--- src/sv/slp_mul.sv ---
// Shared signed multiplier with a registered product.
// Depends on nothing but its operands.
`default_nettype none
module slp_mul (
   input  wire logic               clock,
   input  wire logic signed [33:0] op_a,
   input  wire logic signed [33:0] op_b,
   output logic signed [67:0]      prod_ff
);

   logic signed [67:0] prod_in;

   // One product per cycle, registered before any use.
   assign prod_in = op_a * op_b;

   always_ff @(posedge clock) begin
      prod_ff <= prod_in;
   end

endmodule
`default_nettype wire

--- config.mk ---
export PLATFORM = sky130hd
export DESIGN_NAME = slp_mul
export DESIGN_NICKNAME = d
export VERILOG_FILES = /design/src/sv/slp_mul.sv
export SDC_FILE = /design/constraint.sdc
export NUM_CORES = 2
export LEC_CHECK = 0
export BUFFER_PORTS_ARGS = -buffer_cell sky130_fd_sc_hd__clkbuf_2
export CAP_MARGIN = 20
export CORE_UTILIZATION = 25
export CTS_CLUSTER_SIZE = 12
export DETAILED_ROUTE_END_ITERATION = 10
export GPL_TIMING_DRIVEN = 0
export HOLD_SLACK_MARGIN = 0.15
export SYNTH_ARGS = -nofsm -noshare
export SYNTH_HDL_FRONTEND = slang
export SYNTH_SLANG_ARGS = --single-unit
--- constraint.sdc ---
create_clock -name clock -period 10.8 [get_ports clock]
set_input_delay 2.16 -clock clock [delete_from_list [all_inputs] [get_ports clock]]
set_output_delay 2.16 -clock clock [all_outputs]
set_load 0.05 [all_outputs]
# Yosys cells after proc, flatten, opt, wreduce, memory -nomap -nowiden
# Index checks and enable logic that the tools add are counted.
# W data, S select, Z words.
totals:
  ff_bits: 68
  out_inout_bits: 68
  word_cells: 2
classes:
  mul: 1
op_table:
  columns: ["op", "count"]
  rows:
  - ["$mul A34 B34 Y68", 1]

# Longest topological paths before layout
depth:
  depth_word: 1
  mapped_depth: 31
  depth_no_buf: 29

# Worst setup path before layout
# Ideal clock, no wire load.
synth_path:
  kind: "in2reg"
  start: "input port op_a[33]"
  end: "register prod_ff[61]"
  setup_ns: 0.072
  arrival_time_ns: 9.470
  required_time_ns: 10.728
  setup_slack_ns: 1.258
  cell_stages: 23
  n_path_buf: 2
  path_cell_list: "clkbuf_1 > nand2_1 > inv_1 > fa_1 > fa_1 > fa_1 > fa_1 > fa_1 > fa_1 > fa_1 > fa_1 > ha_1 > clkbuf_1 > a21oi_1 > o21bai_1 > a21oi_1 > o21ai_0 > and2_1 > o41a_1 > o21ba_2 > a21o_1 > a21oi_2 > xnor2_1"
synth_between:
  elab_chain_cells: 1
synth_rtl:
  columns: ["item", "line", "rtl"]
  rows:
  - ["from (decl)", "6", "input wire logic signed [33:0] op_a,"]
  - ["$mul A34 B34 Y68", "14", "assign prod_in = op_a * op_b;"]
  - ["via prod_in[61]", "11", "logic signed [67:0] prod_in;"]
  - ["to (signal assigned)", "17", "prod_ff <= prod_in;"]
  - ["to (decl)", "8", "output logic signed [67:0] prod_ff"]
# The timed path passes the listed nets, and every way through them passes these cells.

# Worst setup path in the final report
layout_path:
  start: "input port op_b[33]"
  end: "register prod_ff[65]"
layout_between:
  elab_chain_cells: 1
layout_rtl:
  columns: ["item", "line", "rtl"]
  rows:
  - ["from (decl)", "7", "input wire logic signed [33:0] op_b,"]
  - ["$mul A34 B34 Y68", "14", null]
  - ["via prod_in[65]", "11", null]
# The timed path passes the listed nets, and every way through them passes these cells.

==> summary by stage <==
Cells and area
The register with the most flip-flops in the final layout is prod_ff. The finished cells cover 0.0474 mm². In the final layout, the registers with the most flip-flops are prod_ff (68). From synthesis to final layout, the design area changed by 9.71%. The share of layout cells above drive strength 1 is 0.0528. The net total in the final layout is 6244. The register with the most flip-flops in the layout has 68 of them. Fill cells in the final layout number 18518.

Clocking
The longest clock path from root to sink contains 2 buffers. The clock slew at the register clock pins of the worst setup and hold paths is 70 ps. The level count of the clock H-tree is 3. The hold-fix buffer count after cts is 0. The number of clock sinks seen by CTS is 68. The clock root buffer is sky130_fd_sc_hd__clkbuf_16. The TritonCTS clock tree is yes. TritonCTS created 9 clock buffers.

Synth
The most common cell in the synthesized netlist is sky130_fd_sc_hd__fa_1. The number of unique standard cell types used by synthesis is 73. The cell type with the highest aggregate area in the netlist is sky130_fd_sc_hd__fa_1.

The area of the mapped netlist is 0.0432 mm². The share of async-settable or async-resettable flops after synthesis is 0. The proportion of netlist area held by the largest area contributor is 0.576. The net count after synthesis is 6092. The average cell area after synthesis is 9.43 µm². Yosys printed 0 warnings. The number of storage elements in the synthesis netlist is 68.

The most used flip-flop cell after synthesis is sky130_fd_sc_hd__dfxtp_1. The share of synthesized area occupied by flip-flops and latches is 0.0315. Counting instances in the post-synthesis netlist gives the leading cell types as sky130_fd_sc_hd__fa_1 (1241), sky130_fd_sc_hd__inv_1 (1235), sky130_fd_sc_hd__and2_1 (625).

After synthesis, the cell types taking the most area are sky130_fd_sc_hd__fa_1 (58%), sky130_fd_sc_hd__inv_1 (11%), sky130_fd_sc_hd__and2_1 (9.1%). The gate count of the mapped netlist is 4578. The count of flip-flops with a built-in enable after synthesis is 0.

Global route
The global router's overall resource usage is 0.197. The number of antenna violations at the first check in global routing is 36. Entering global routing, the biggest net connects 17 pins.

The via count of the first global-routing pass is 34951. The global-route wire length before repair is 245000 µm. The total overflow reported by the global router is 0.

Setup path
At the worst endpoint, the required time is 11170 ps. The top cell family by delay on the critical path is adder cells. The number of buffer and inverter stages on the critical path is 5.

The slowest cell on the critical path is sky130_fd_sc_hd__fa_1. Following the worst setup path forward leads to its endpoint at prod_ff[65]$_DFF_P_. On the worst path, the slowest cell contributes a delay of 610 ps. The critical path starts at op_b[33]. The worst setup path is launched from a primary input.

Of all nets on the critical path, the largest fanout is 10. STA puts the critical path data arrival time at 10980 ps. The critical setup path kind is primary input to register. The most numerous cell type found on the critical path is sky130_fd_sc_hd__fa_1. The worst setup path is captured at a register. Counting buffers and inverters, the worst setup path is 25 cells deep.

STA
The number of failing hold endpoints at the final stage was 0. After routing, the total negative slack on setup checks comes to 0 ps. For the pin with the worst max-slew slack, the measured transition is 1180 ps.

The worst hold slack is 2300 ps. In this run the tightest slew margin relative to its limit is 0.210. The final number of max-transition violations was 0. The clock period minus final worst setup slack is 10620 ps.

Setup violations remaining at the end of the flow were counted as 0. Derived from the worst setup path, the maximum achievable clock frequency is 0.0942 GHz. The post-route clock period utilization is 0.983.

Route
In the routed design, unresolved DRC markers number 0. Wires add up to 167000 µm. The detailed router finished its first iteration with 2678 violations.

The met3 wire length is 13500 µm. The number of detailed-routing iterations run before antenna repair is 7. After detailed routing, the average wire length per cell comes to 23.6 µm.

Once detail routing completed, the nets flagged for antenna violations numbered 0. Using the TritonRoute via totals, the vias-per-cell ratio works out to 4.56. Across all layers, the routed design uses 32178 vias. The routed length on met1 is 64600 µm.

The met2 wire length is 79600 µm. The top metal layer carrying routed signals is met5.

Floorplan
The die area is 0.174 mm². The initial standard-cell utilization of the core is 0.252. The vertical die dimension is 418 µm.

The floorplan has 152 rows. The I/O pin total is 137. The die is 418 µm wide. The area of the core region is 0.172 mm².

Place
Detailed placement ended at an HPWL of 145000 µm. In this run the cell area measured after placement is 0.0468 mm². The number of buffers added on ports is 130.

The congestion estimate from routability-driven global placement came to 1.01.

Run status
The flow ran to the end, and the final reports show no timing, DRC or antenna violations.

Run
Across the run, the number of max-cap violations was 0.

Worst hold path
The class of the most critical hold timing path is primary input to register.
[final cells by class]
cell class                      instances  area, µm²  share of cell area
Clock inverter                          7        100             0.00211
Timing Repair Buffer                  141        816              0.0172
Clock buffer                            9        225             0.00476
Buffer                                231        983              0.0208
Sequential cell                        68       1360              0.0287
Multi-Input combinational cell       3043      36300               0.767
Tap cell                             2310       2890              0.0610
Antenna cell                           11       27.5            0.000581
Inverter                             1236       4640              0.0980
[through the flow]
stage               setup slack (ps)  instances  utilization
detailed placement             -1670       7022        0.273
global route                   -75.8       7050        0.276
floorplan                       1260       4578            -
global placement               -2110       7018        0.272
finish                           185       7056        0.276
CTS                             13.8       7040        0.275
[logic make-up (layout without fill, tap and decap cells)]
group | Yosys count | count (layout) | synth area share
compound gates | 211 | 211 | 0.0341
xor+xnor | 77 | 77 | 0.0156
fa+ha+maj | 1445 | 1445 | 0.635
buf+inv | 1467 | 1624 | 0.129
flops | 68 | 68 | 0.0315
other cells | 0 | 11 | 0
simple gates | 1310 | 1310 | 0.155
[layer usage]
| metal | GRT usage | vias up |
|---|---|---|
| li1 | - | 13208 |
| met1 | 0.250 | 17126 |
| met2 | 0.327 | 1452 |
| met3 | 0.0350 | 382 |
| met4 | 0.0887 | 10 |
| met5 | 0 | - |
[layout by cell type, fill, tap and decap left out, drive strengths merged, types with 3 or more instances in the layout]
master and instances:
a2111oi 4, a211o 3, a211oi 8, a21o 37, a21oi 59, a221oi 4
a311oi 3, a31oi 7, and2 625, and3 10, buf 27, clkbuf 352
clkinvlp 3, dfxtp 68, diode 11, fa 1241, ha 204, inv 1236
nand2 550, nand2b 14, nand3 8, nand4 14, nor2 55, nor2b 8
nor3 10, nor4 4, o211ai 8, o21a 6, o21ai 38, o21bai 13
or3 3, xnor2 57, xor2 20
[repair_timing]
item,in CTS,in global routing
endpoints found under the hold margin,0,0
setup endpoints to repair,15,11
gates cloned,0,0
setup buffers,2,2
gates resized for setup,20,89
pin swaps,2,1
[worst min-delay path by stage]
| stage | startpoint | end | slack (ps) | depth (start not counted) |
|---|---|---|---|---|
| after floorplan | op_a[0] | prod_ff[0]$_DFF_P_ | 2290 | 1 |
| after global placement | prod_ff[16]$_DFF_P_ | prod_ff[16] | 2660 | 1 |
| after detailed placement | prod_ff[20]$_DFF_P_ | prod_ff[20] | 2660 | 1 |
| after CTS | op_a[0] | prod_ff[0]$_DFF_P_ | 2280 | 2 |
| after global routing | op_a[0] | prod_ff[0]$_DFF_P_ | 2320 | 2 |
| final | op_a[0] | prod_ff[0]$_DFF_P_ | 2300 | 2 |
Power is not shown: default switching activity piles up to over one toggle a cycle in this logic, so the estimate is an artifact.
